$ cat src/hw/rtl/ffd_pkg.sv
// Shared types, constants and fixed-point helpers for the lattice deformer.
package ffd_pkg;

    localparam int DEGREE_DEF = 2;
    localparam int COORD_W    = 32;
    localparam int FRAME_NUM  = 4;
    localparam int QDEPTH     = 2;
    localparam int MUL_W      = 34;
    localparam int PROD_W     = 2 * MUL_W;
    localparam int DOT_W      = 67;
    localparam int LEN_W      = 64;
    localparam int Q_W        = 34;
    localparam int FRAC_W     = 24;
    localparam int DIV_NUM_W  = DOT_W + FRAC_W;

    localparam logic [1:0] REQ_LAT    = 2'd0;
    localparam logic [1:0] REQ_FRAME  = 2'd1;
    localparam logic [1:0] REQ_DEFORM = 2'd2;

    localparam logic [1:0] FRAME_ORIGIN = 2'd0;

    localparam logic signed [COORD_W-1:0] Q24_ONE = 32'sh0100_0000;

    typedef enum logic [1:0] {KIND_LAT, KIND_FRAME, KIND_DEFORM} kind_t;

    typedef struct packed {
        kind_t                      kind;
        logic [4:0]                 slot;
        logic signed [COORD_W-1:0]  x;
        logic signed [COORD_W-1:0]  y;
        logic signed [COORD_W-1:0]  z;
    } item_t;

    typedef enum logic [2:0] {
        ST_IDLE, ST_DOT, ST_CHK, ST_DIV, ST_BERN, ST_WGT, ST_OUT
    } state_t;

    function automatic logic signed [COORD_W-1:0] sat32(input logic signed [68:0] v);
        if (v > 69'sd2147483647)
            return 32'sh7fff_ffff;
        else if (v < -69'sd2147483648)
            return 32'sh8000_0000;
        else
            return v[COORD_W-1:0];
    endfunction

    // Q8.24 product with round-half-up and saturation.
    function automatic logic signed [COORD_W-1:0] qmul(input logic signed [PROD_W-1:0] p);
        logic signed [68:0] t;
        t = (69'(p) + 69'sd8388608) >>> FRAC_W;
        return sat32(t);
    endfunction

    function automatic logic [1:0] binom(input logic [1:0] n, input logic [1:0] m);
        logic [1:0] r;
        r = 2'd1;
        if (n == 2'd3 && (m == 2'd1 || m == 2'd2))
            r = 2'd3;
        else if (n == 2'd2 && m == 2'd1)
            r = 2'd2;
        return r;
    endfunction

endpackage

$ cat src/hw/rtl/ffd_queue.sv
// Small request queue between the front end and the execution unit.
module ffd_queue
    import ffd_pkg::*;
(
    input  logic   clk,
    input  logic   rst_n,
    input  logic   push,
    input  item_t  push_item,
    output logic   full,
    input  logic   pop,
    output logic   valid,
    output item_t  head
);

    localparam int PW = (QDEPTH > 1) ? $clog2(QDEPTH) : 1;
    localparam int CNTW = $clog2(QDEPTH + 1);

    item_t            mem [QDEPTH];
    logic [PW-1:0]    wr_ptr_reg;
    logic [PW-1:0]    rd_ptr_reg;
    logic [CNTW-1:0]  count_reg;
    logic             do_push;
    logic             do_pop;

    assign full    = (count_reg == CNTW'(QDEPTH));
    assign valid   = (count_reg != '0);
    assign head    = mem[rd_ptr_reg];
    assign do_push = push && !full;
    assign do_pop  = pop && valid;

    always_ff @(posedge clk or negedge rst_n)
    begin
        if (!rst_n)
        begin
            wr_ptr_reg <= '0;
            rd_ptr_reg <= '0;
            count_reg  <= '0;
        end
        else
        begin
            if (do_push)
                wr_ptr_reg <= (wr_ptr_reg == PW'(QDEPTH - 1)) ? '0 : wr_ptr_reg + 1'b1;
            if (do_pop)
                rd_ptr_reg <= (rd_ptr_reg == PW'(QDEPTH - 1)) ? '0 : rd_ptr_reg + 1'b1;
            if (do_push && !do_pop)
                count_reg <= count_reg + 1'b1;
            else if (do_pop && !do_push)
                count_reg <= count_reg - 1'b1;
        end
    end

    always_ff @(posedge clk)
    begin
        if (do_push)
            mem[wr_ptr_reg] <= push_item;
    end

endmodule

$ cat config.mk
export PLATFORM = sky130hd
export DESIGN_NAME = ffd_queue
export DESIGN_NICKNAME = d
export VERILOG_FILES = /design/src/hw/rtl/ffd_pkg.sv /design/src/hw/rtl/ffd_queue.sv
export SDC_FILE = /design/constraint.sdc
export NUM_CORES = 1
export LEC_CHECK = 0
export CAP_MARGIN = 10
export CORE_MARGIN = 3
export CORE_UTILIZATION = 45
export DETAILED_ROUTE_END_ITERATION = 10
export DONT_BUFFER_PORTS = 1
export GPL_ROUTABILITY_DRIVEN = 1
export GPL_TIMING_DRIVEN = 0
export PLACE_DENSITY = 0.62
export SYNTH_ARGS = -nofsm -noshare
export SYNTH_HDL_FRONTEND = slang
export SYNTH_SLANG_ARGS = --single-unit
$ cat constraint.sdc
create_clock -name clk -period 5.9 [get_ports clk]
set_input_delay 0.295 -clock clk [delete_from_list [all_inputs] [get_ports clk]]
set_output_delay 0.295 -clock clk [all_outputs]
set_load 0.01 [all_outputs]
==> flow_summary.json <==
{
  "path_clk_slew_ns": 0.06,
  "final_cell_mix": "edfxtp_1, dlygate4sd3_1, mux2_4",
  "critical_path_class": "reg -> reg",
  "p_leak_nw": 3.58,
  "num_antenna_cells": 0,
  "finalCritPeriodShare_pct": 33.9,
  "drv_slew": 0,
  "startpoint_type": "register",
  "syn2layout_area_growth_pct": 27.7,
  "ant_nets": 0,
  "dr.pass1.iters": 4,
  "status": "complete, no violations",
  "fin_ws_ns": 3.90,
  "cts_root_buf": "clkbuf_16",
  "power_density_mw_per_mm2": 489,
  "gr-total-overflow": 0,
  "layout.nets": 581,
  "fin_setup_tns_ns": 0,
  "cp_cell_sequence": "nand2b_1 > and3_4 > buf_16",
  "setup_viol": 0,
  "num_rows": 47,
  "maxCapViolations": 0,
  "rsz0062_at_grt": "false",
  "hpwl_microns": 8830,
  "synth_cell_types": 16,
  "worst_setup_path_end_kind": "register",
  "core_area_sq_mm": 0.0169,
  "wl_microns": 14000,
  "dp_worst_setup_slack_ns": 3.89,
  "antenna_found_initial": 0,
  "ys_ff_latch": 210,
  "critPathMaxFanout": 56,
  "hold_slack_ns": 0.0649,
  "tightest_slew_ns": 0.715,
  "grt_max_degree": 57,
  "via_per_inst": 4.96,
  "synth_top_area_share_pct": 78.5,
  "r2r_slack_ns": 3.90,
  "ir_drop_v": 0.000316,
  "slowest_stage": "and3_4",
  "dieArea_sq_mm": 0.0191,
  "clkLatencyLatePin_ns": 0.49,
  "synth_warnings": 0,
  "cts_tree": "built",
  "hp-class": "in -> reg",
  "die_y_microns": 138,
  "syn_nets": 448,
  "grt_first_pass_wirelength_microns": 21400,
  "syn_area_sq_mm": 0.00788,
  "drt_iter0_markers": 165,
  "numCtsBuffers": 22,
  "vias": 3518,
  "synth.area.top_cells": "edfxtp_1, mux2_4, mux2_2",
  "io_buffers": 0,
  "wl_per_cell_microns": 19.7,
  "finalHoldViolations": 0,
  "worstPathRequired_ns": 6.06,
  "clock-sinks": 210,
  "worstPathArrival_ns": 2.16,
  "track_usage_pct": 14.0,
  "drc": 0,
  "finClkSkew_ns": 0.00921,
  "pin_count": 212,
  "clk_path_buf_depth": 3,
  "nFillCells": 1178,
  "drive_gt1_share_pct": 31.5,
  "place_congestion": 0.693,
  "initial_utilization_pct": 46.7,
  "place_area_sq_mm": 0.00826,
  "yosys.area.top_type": "edfxtp_1",
  "avgSynthCellArea_sq_um": 23.2,
  "die_x_microns": 138,
  "yosysSeqAreaShare_pct": 79.7,
  "stdcell_area_sq_mm": 0.0101,
  "fin_crit_ns": 2.00,
  "syn_inst": 340,
  "largest_reg_flops": 206,
  "cts-htree-levels": 1,
  "grt_pass1_vias": 3817,
  "layout_commonest_cell": "edfxtp_1",
  "slowest_delay_ns": 0.68,
  "relSlewSlack_pct": 52.3,
  "max_freq_ghz": 0.499
}
-- cells in the mapped netlist --
master and instances:
ha_1 1, xnor2_1 3, mux2_4 60, buf_8 1, dfrtp_1 4, buf_2 4
or2_2 1, and3_1 1, nand2b_1 1, edfxtp_1 206, buf_6 7, inv_1 2
xor2_1 2, nand2_1 2, mux2_2 43, nor2_1 2
-- layout make-up --
class | instances | area, sq um | area share [%]
Clock buffer | 28 | 594 | 5.90
Buffer | 12 | 114 | 1.13
Inverter | 2 | 7.51 | 0.0746
Sequential cell | 210 | 6290 | 62.5
Tap cell | 220 | 275 | 2.73
Timing Repair Buffer | 109 | 1140 | 11.3
Clock inverter | 12 | 161 | 1.60
Multi-Input combinational cell | 116 | 1490 | 14.8
-- layer usage --
metal  global-route usage, %  vias to the layer above  share of wire (%)
li1                        -                     1613                  -
met1                    16.6                     1715                 38
met2                    23.3                      169                 50
met3                    6.15                       21                 11
met4                    4.00                        0                1.7
met5                       0                        -                  0
-- worst max-delay path, delay by kind of cell, from the launching register on --
| kind | cells | cell delay (ns) |
|---|---|---|
| buf+inv | 1 | 0.34 |
| flops | 1 | 0.42 |
| simple gates | 2 | 0.85 |
-- through the flow --
| step | power [mW] | utilization [%] | instances |
|---|---|---|---|
| global placement | 3.52 | 48.3 | 560 |
| floorplan | 3.25 | - | 340 |
| finish | 4.92 | 59.6 | 709 |
| detailed placement | 3.51 | 48.9 | 564 |
| global route | 5.15 | 59.6 | 709 |
| CTS | 4.99 | 59.6 | 709 |
-- logic make-up (layout without fill, tap and decap cells) --
family	after synthesis	after routing	share of synthesized area, %
xor gates and xnor gates	5	5	0.556
DFF	210	210	79.7
muxes	103	103	17.6
and+or+nand+nor	7	7	0.429
adders and majority gates	1	1	0.159
buffers and inverters	14	163	1.54
-- power by group --
group | switching [mW] | internal, mW
Sequential | 0.0804 | 2.04
Clock | 0.517 | 0.886
Combinational | 0.756 | 0.639
Total | 1.35 | 3.56
-- path summary, 6_finish.rpt --
| kind | startpoint | end | depth (start not counted) |
|---|---|---|---|
| hold reg to reg | count_reg[1] | count_reg[1] | 1 |
| hold / removal | push | wr_ptr_reg | 2 |
| min in group asynchronous | rst_n | wr_ptr_reg | 1 |
| setup / recovery | count_reg[0] | mem[1][21] | 3 |
| max in group asynchronous | rst_n | count_reg[1] | 1 |
| setup reg to reg | count_reg[0] | mem[1][21] | 3 |
-- repair_timing --
action,in CTS,in global routing
hold buffers,105,0
buffers inserted,0,0
resized for setup,0,0
hold endpoints to repair,211,0
Power figures use the tool's default switching activity.
