[config.mk]
export PLATFORM = sky130hd
export DESIGN_NAME = ffd_front
export DESIGN_NICKNAME = d
export VERILOG_FILES = /design/src/hw/rtl/ffd_pkg.sv /design/src/hw/rtl/ffd_front.sv
export SDC_FILE = /design/constraint.sdc
export NUM_CORES = 1
export LEC_CHECK = 0
export BUFFER_PORTS_ARGS = -buffer_cell sky130_fd_sc_hd__buf_2
export CORE_ASPECT_RATIO = 0.8
export CORE_UTILIZATION = 44
export DETAILED_ROUTE_END_ITERATION = 8
export PLACE_DENSITY = 0.84
export SLEW_MARGIN = 0
export SYNTH_ARGS = -nofsm -noshare
export SYNTH_HDL_FRONTEND = slang
export SYNTH_SLANG_ARGS = --single-unit
[constraint.sdc]
create_clock -name clk -period 15.4 [get_ports clk]
set_input_delay 3.08 -clock clk [delete_from_list [all_inputs] [get_ports clk]]
set_output_delay 3.08 -clock clk [all_outputs]
set_load 0.03 [all_outputs]
[src/hw/rtl/ffd_pkg.sv]
// Shared types, constants and fixed-point helpers for the lattice deformer.
package ffd_pkg;

    localparam int DEGREE_DEF = 2;
    localparam int COORD_W    = 32;
    localparam int FRAME_NUM  = 4;
    localparam int QDEPTH     = 2;
    localparam int MUL_W      = 34;
    localparam int PROD_W     = 2 * MUL_W;
    localparam int DOT_W      = 67;
    localparam int LEN_W      = 64;
    localparam int Q_W        = 34;
    localparam int FRAC_W     = 24;
    localparam int DIV_NUM_W  = DOT_W + FRAC_W;

    localparam logic [1:0] REQ_LAT    = 2'd0;
    localparam logic [1:0] REQ_FRAME  = 2'd1;
    localparam logic [1:0] REQ_DEFORM = 2'd2;

    localparam logic [1:0] FRAME_ORIGIN = 2'd0;

    localparam logic signed [COORD_W-1:0] Q24_ONE = 32'sh0100_0000;

    typedef enum logic [1:0] {KIND_LAT, KIND_FRAME, KIND_DEFORM} kind_t;

    typedef struct packed {
        kind_t                      kind;
        logic [4:0]                 slot;
        logic signed [COORD_W-1:0]  x;
        logic signed [COORD_W-1:0]  y;
        logic signed [COORD_W-1:0]  z;
    } item_t;

    typedef enum logic [2:0] {
        ST_IDLE, ST_DOT, ST_CHK, ST_DIV, ST_BERN, ST_WGT, ST_OUT
    } state_t;

    function automatic logic signed [COORD_W-1:0] sat32(input logic signed [68:0] v);
        if (v > 69'sd2147483647)
            return 32'sh7fff_ffff;
        else if (v < -69'sd2147483648)
            return 32'sh8000_0000;
        else
            return v[COORD_W-1:0];
    endfunction

    // Q8.24 product with round-half-up and saturation.
    function automatic logic signed [COORD_W-1:0] qmul(input logic signed [PROD_W-1:0] p);
        logic signed [68:0] t;
        t = (69'(p) + 69'sd8388608) >>> FRAC_W;
        return sat32(t);
    endfunction

    function automatic logic [1:0] binom(input logic [1:0] n, input logic [1:0] m);
        logic [1:0] r;
        r = 2'd1;
        if (n == 2'd3 && (m == 2'd1 || m == 2'd2))
            r = 2'd3;
        else if (n == 2'd2 && m == 2'd1)
            r = 2'd2;
        return r;
    endfunction

endpackage

[src/hw/rtl/ffd_front.sv]
// Front end: accepts requests, drops those that change nothing and classifies the rest.
module ffd_front
    import ffd_pkg::*;
#(
    parameter int DEGREE = DEGREE_DEF
)
(
    input  logic                       clk,
    input  logic                       rst_n,
    input  logic                       in_valid,
    output logic                       in_ready,
    input  logic [1:0]                 req_type,
    input  logic [4:0]                 slot,
    input  logic signed [COORD_W-1:0]  coord_x,
    input  logic signed [COORD_W-1:0]  coord_y,
    input  logic signed [COORD_W-1:0]  coord_z,
    output logic                       push,
    output item_t                      push_item,
    input  logic                       q_full
);

    localparam int LAT_SIZE = (DEGREE + 1) * (DEGREE + 1) * (DEGREE + 1);

    logic   hold_vld_reg;
    logic   hold_vld_next;
    item_t  hold_reg;
    logic   keep;
    kind_t  kind;
    logic   take;

    always_comb
    begin
        keep = 1'b0;
        kind = KIND_DEFORM;
        unique case (req_type)
            REQ_LAT:
            begin
                keep = int'(slot) < LAT_SIZE;
                kind = KIND_LAT;
            end
            REQ_FRAME:
            begin
                keep = int'(slot) < FRAME_NUM;
                kind = KIND_FRAME;
            end
            REQ_DEFORM:
            begin
                keep = 1'b1;
                kind = KIND_DEFORM;
            end
            default:
            begin
                keep = 1'b0;
                kind = KIND_DEFORM;
            end
        endcase
    end

    assign push      = hold_vld_reg && !q_full;
    assign push_item = hold_reg;
    assign in_ready  = !hold_vld_reg || !q_full;
    assign take      = in_valid && in_ready;

    always_comb
    begin
        if (take && keep)
            hold_vld_next = 1'b1;
        else if (push)
            hold_vld_next = 1'b0;
        else
            hold_vld_next = hold_vld_reg;
    end

    always_ff @(posedge clk or negedge rst_n)
    begin
        if (!rst_n)
            hold_vld_reg <= 1'b0;
        else
            hold_vld_reg <= hold_vld_next;
    end

    always_ff @(posedge clk)
    begin
        if (take && keep)
        begin
            hold_reg.kind <= kind;
            hold_reg.slot <= slot;
            hold_reg.x    <= coord_x;
            hold_reg.y    <= coord_y;
            hold_reg.z    <= coord_z;
        end
    end

endmodule

==> metrics.md <==
| Metric | Value |
|---|---|
| FF/Latch Area | `3120 um2` |
| Pin count of the biggest net entering global routing | `104` |
| Total Wirelength | `6670 um` |
| Area growth from synthesis to layout | `42.8%` |
| Min cycle time layout | `6610 ps` |
| Number of design-rule violations left by the first detailed-router iteration | `57` |
| Vertical die dimension | `78.2 um` |
| Detailed-placement wirelength estimate | `5070 um` |
| Post-route DRC violation count | `0` |
| Ranking of synthesized cells by area | `sky130_fd_sc_hd__edfxtp_1 97%, sky130_fd_sc_hd__dfrtp_1 0.78%, sky130_fd_sc_hd__o41ai_2 0.51%, sky130_fd_sc_hd__nand2_1 0.35%, sky130_fd_sc_hd__a21oi_1 0.31%` |
| Share of post-route cells with drive strength above 1 | `67.2%` |
| Number of cells upsized or downsized after cts | `0` |
| Distinct cell type count after synthesis | `9` |
| CTS Hold Buffers Added | `0` |
| Biggest cell delay along the critical path | `200 ps` |
| Worst path most repeated cell | `sky130_fd_sc_hd__buf_2` |
| Routability cong. | `0.820` |
| Leakage power summed over all cells | `1.92 nW` |
| Top-count cell post-synth | `sky130_fd_sc_hd__edfxtp_1` |
| Critical-path top delay cell | `sky130_fd_sc_hd__buf_2` |
| Worst setup EP type | `output pin` |
| Status | `complete, no violations` |
| Clock Tree Buf Depth | `2` |
| Final-report setup violation count | `0` |
| Total of flip-flops plus latches after synthesis | `104` |
| Number of nets still failing antenna checks after routing | `0` |
| Mean Syn Cell Area | `28.0 um2` |
| Clock tree from TritonCTS | `done` |
| Total number of yosys warnings | `0` |
| Synthesized cell area | `3190 um2` |
| Data required time of the critical path | `12320 ps` |
| Count of flip-flops with a built-in enable after synthesis | `103` |
| Vias | `1914` |
| Detailed-router iteration count before antenna repair | `6` |
| Post-Route Setup TNS | `0 ps` |
| Peak supply drop | `0.0694 mV` |
| Total congestion overflow after global routing | `0` |
| Count of pins over their slew limit | `0` |
| Crit path launch type | `primary input` |
| Setup repair after global routing missed its margin | `no` |
| Area of combinational cells with multiple inputs | `72.6 um2` |
| Number of placement rows | `27` |
| Wire length of the first global-routing pass | `9580 um` |
| Combined global-route utilization of all metal layers | `17.2%` |
| Number of antenna violations at the first check in global routing | `0` |
| Average detailed-routed wire length per instance | `15.6 um` |
| Cell-by-cell listing of the critical path | `buf_2 > nor2b_1 > buf_2` |
| CP Max Fanout | `3` |
| CTS sink cnt | `104` |
| Core Util, Final | `65.4%` |
| Final Hold Viols | `0` |
| Port bufs | `211` |
| Critical path class | `in -> out` |
| Number of flip-flops under the largest register name | `103` |
| Vias/cell | `4.47` |
| Tightest Pin Transition | `1240 ps` |
| Post-CTS setup buffer count | `0` |
| Effective utilization at floorplan | `45.8%` |
| Antenna diode count | `0` |
| Core area | `6960 um2` |
| Cell at the root of the clock tree | `sky130_fd_sc_hd__clkbuf_8` |
| Instance count of the mapped netlist | `114` |
| Clock latency at the later pin of the worst-skew pair | `340 ps` |
| I/O pin cnt | `212` |
| Relative slew margins | `17.2%` |
| Number of fill cells in the layout | `524` |
| Vias in the first global route | `1933` |
| Leading post-synthesis cells by instance count | `103 x sky130_fd_sc_hd__edfxtp_1, 3 x sky130_fd_sc_hd__nand2_1, 2 x sky130_fd_sc_hd__a21oi_1` |
| CP Buf/Inv Count | `2` |
| Portion of the clock cycle consumed by the worst path in the final layout | `42.9%` |
| Die area | `7600 um2` |
| Min-delay worst type | `reg -> reg` |
| Max-cap violation count | `0` |
| Number of nets in the layout | `443` |
| Most used flip-flop cell after synthesis | `sky130_fd_sc_hd__edfxtp_1` |
| Final Skew | `9.00 ps` |
| Post-synth top area cell | `sky130_fd_sc_hd__edfxtp_1` |
| Sequential fraction of the synthesis area | `97.8%` |
| Chip Width | `97.2 um` |
| Share of async-settable or async-resettable flops after synthesis | `0.962%` |
| Max Clk Rate | `151 MHz` |
| Htree depth | `3` |
| Clock buffers created by TritonCTS | `9` |
| Critical path data arrival time | `3530 ps` |
| Top delay family on crit path | `buffers and inverters` |
| Clk pin slew, worst setup/hold paths | `90 ps` |
| Yosys top cell area share | `97.0%` |
| PD cells | `121 nW/um2` |
| Number of nets produced by synthesis | `221` |
[path summary, 6_finish.rpt]
check	from	endpoint	slack, ps	cells after the start
worst max-delay path	q_full	push	8790	3
worst min-delay path	hold_vld_reg	hold_vld_reg	590	2
worst max register to register	hold_vld_reg	push_item[38]	13460	2
worst min register to register	hold_vld_reg	hold_vld_reg	590	2
max in group asynchronous	rst_n	hold_vld_reg	12820	1
min in group asynchronous	rst_n	hold_vld_reg	2490	1
[placed cells by master (no fill, tap or decap)]
master | Yosys | layout
sky130_fd_sc_hd__buf_2 | 0 | 211
sky130_fd_sc_hd__edfxtp_1 | 103 | 103
sky130_fd_sc_hd__clkbuf_8 | 0 | 9
sky130_fd_sc_hd__nand2_1 | 3 | 3
sky130_fd_sc_hd__clkinvlp_4 | 0 | 2
sky130_fd_sc_hd__clkbuf_1 | 0 | 2
sky130_fd_sc_hd__nor2b_1 | 1 | 1
sky130_fd_sc_hd__and2b_2 | 1 | 1
sky130_fd_sc_hd__a21oi_1 | 2 | 1
sky130_fd_sc_hd__o41ai_2 | 1 | 1
sky130_fd_sc_hd__o311ai_1 | 1 | 1
sky130_fd_sc_hd__a21oi_4 | 0 | 1
sky130_fd_sc_hd__clkinv_4 | 0 | 1
sky130_fd_sc_hd__clkinv_2 | 0 | 1
sky130_fd_sc_hd__bufinv_16 | 0 | 1
sky130_fd_sc_hd__dfrtp_1 | 1 | 1
sky130_fd_sc_hd__buf_4 | 0 | 1
[per-stage QoR]
| step | power, W | worst slack [ps] | instance area (um2) | std cells | hold slack, ps |
|---|---|---|---|---|---|
| after floorplan | 0.000373 | 6260 | 3190 | 114 | 672 |
| after global placement | 0.000396 | 8810 | 4360 | 412 | 542 |
| after detailed placement | 0.000398 | 8800 | 4360 | 412 | 565 |
| after CTS | 0.000557 | 8800 | 4550 | 428 | 587 |
| after global routing | 0.000568 | 8780 | 4550 | 428 | 616 |
| final | 0.000550 | 8790 | 4550 | 428 | 587 |
[worst min-delay path, cell delays in order (launching register included)]
cell                      delay, ps
sky130_fd_sc_hd__dfrtp_1        410
sky130_fd_sc_hd__nand2_1         80
sky130_fd_sc_hd__nand2_1         60
[power by group]
group	total, W	internal [W]	switching, W
clock network	0.000159	0.0000753	0.0000835
registers	0.000331	0.000328	0.00000303
logic	0.0000603	0.0000185	0.0000418
total	0.000550	0.000422	0.000128
[kinds of logic after synthesis]
| group | share of synthesized area, % |
|---|---|
| buffers and inverters | 0.314 |
| DFF | 97.8 |
| AOI/OAI and AO/OA | 1.10 |
| and+or+nand+nor | 0.824 |
[final cells by class]
| class | count | share of cell area [%] |
|---|---|---|
| Tap cell | 87 | 2.39 |
| Multi-Input combinational cell | 9 | 1.59 |
| Clock inverter | 5 | 1.29 |
| Timing Repair Buffer | 212 | 23.4 |
| Sequential cell | 104 | 68.5 |
| Clock buffer | 11 | 2.89 |
[metal layers]
metal	vias up	GRT usage (%)	wire length (um)
met5	-	0	0
met4	0	4.93	57
met3	7	8.99	846
met2	135	31.3	3460
met1	872	17.2	2300
li1	900	-	-
Power figures use the tool's default switching activity.
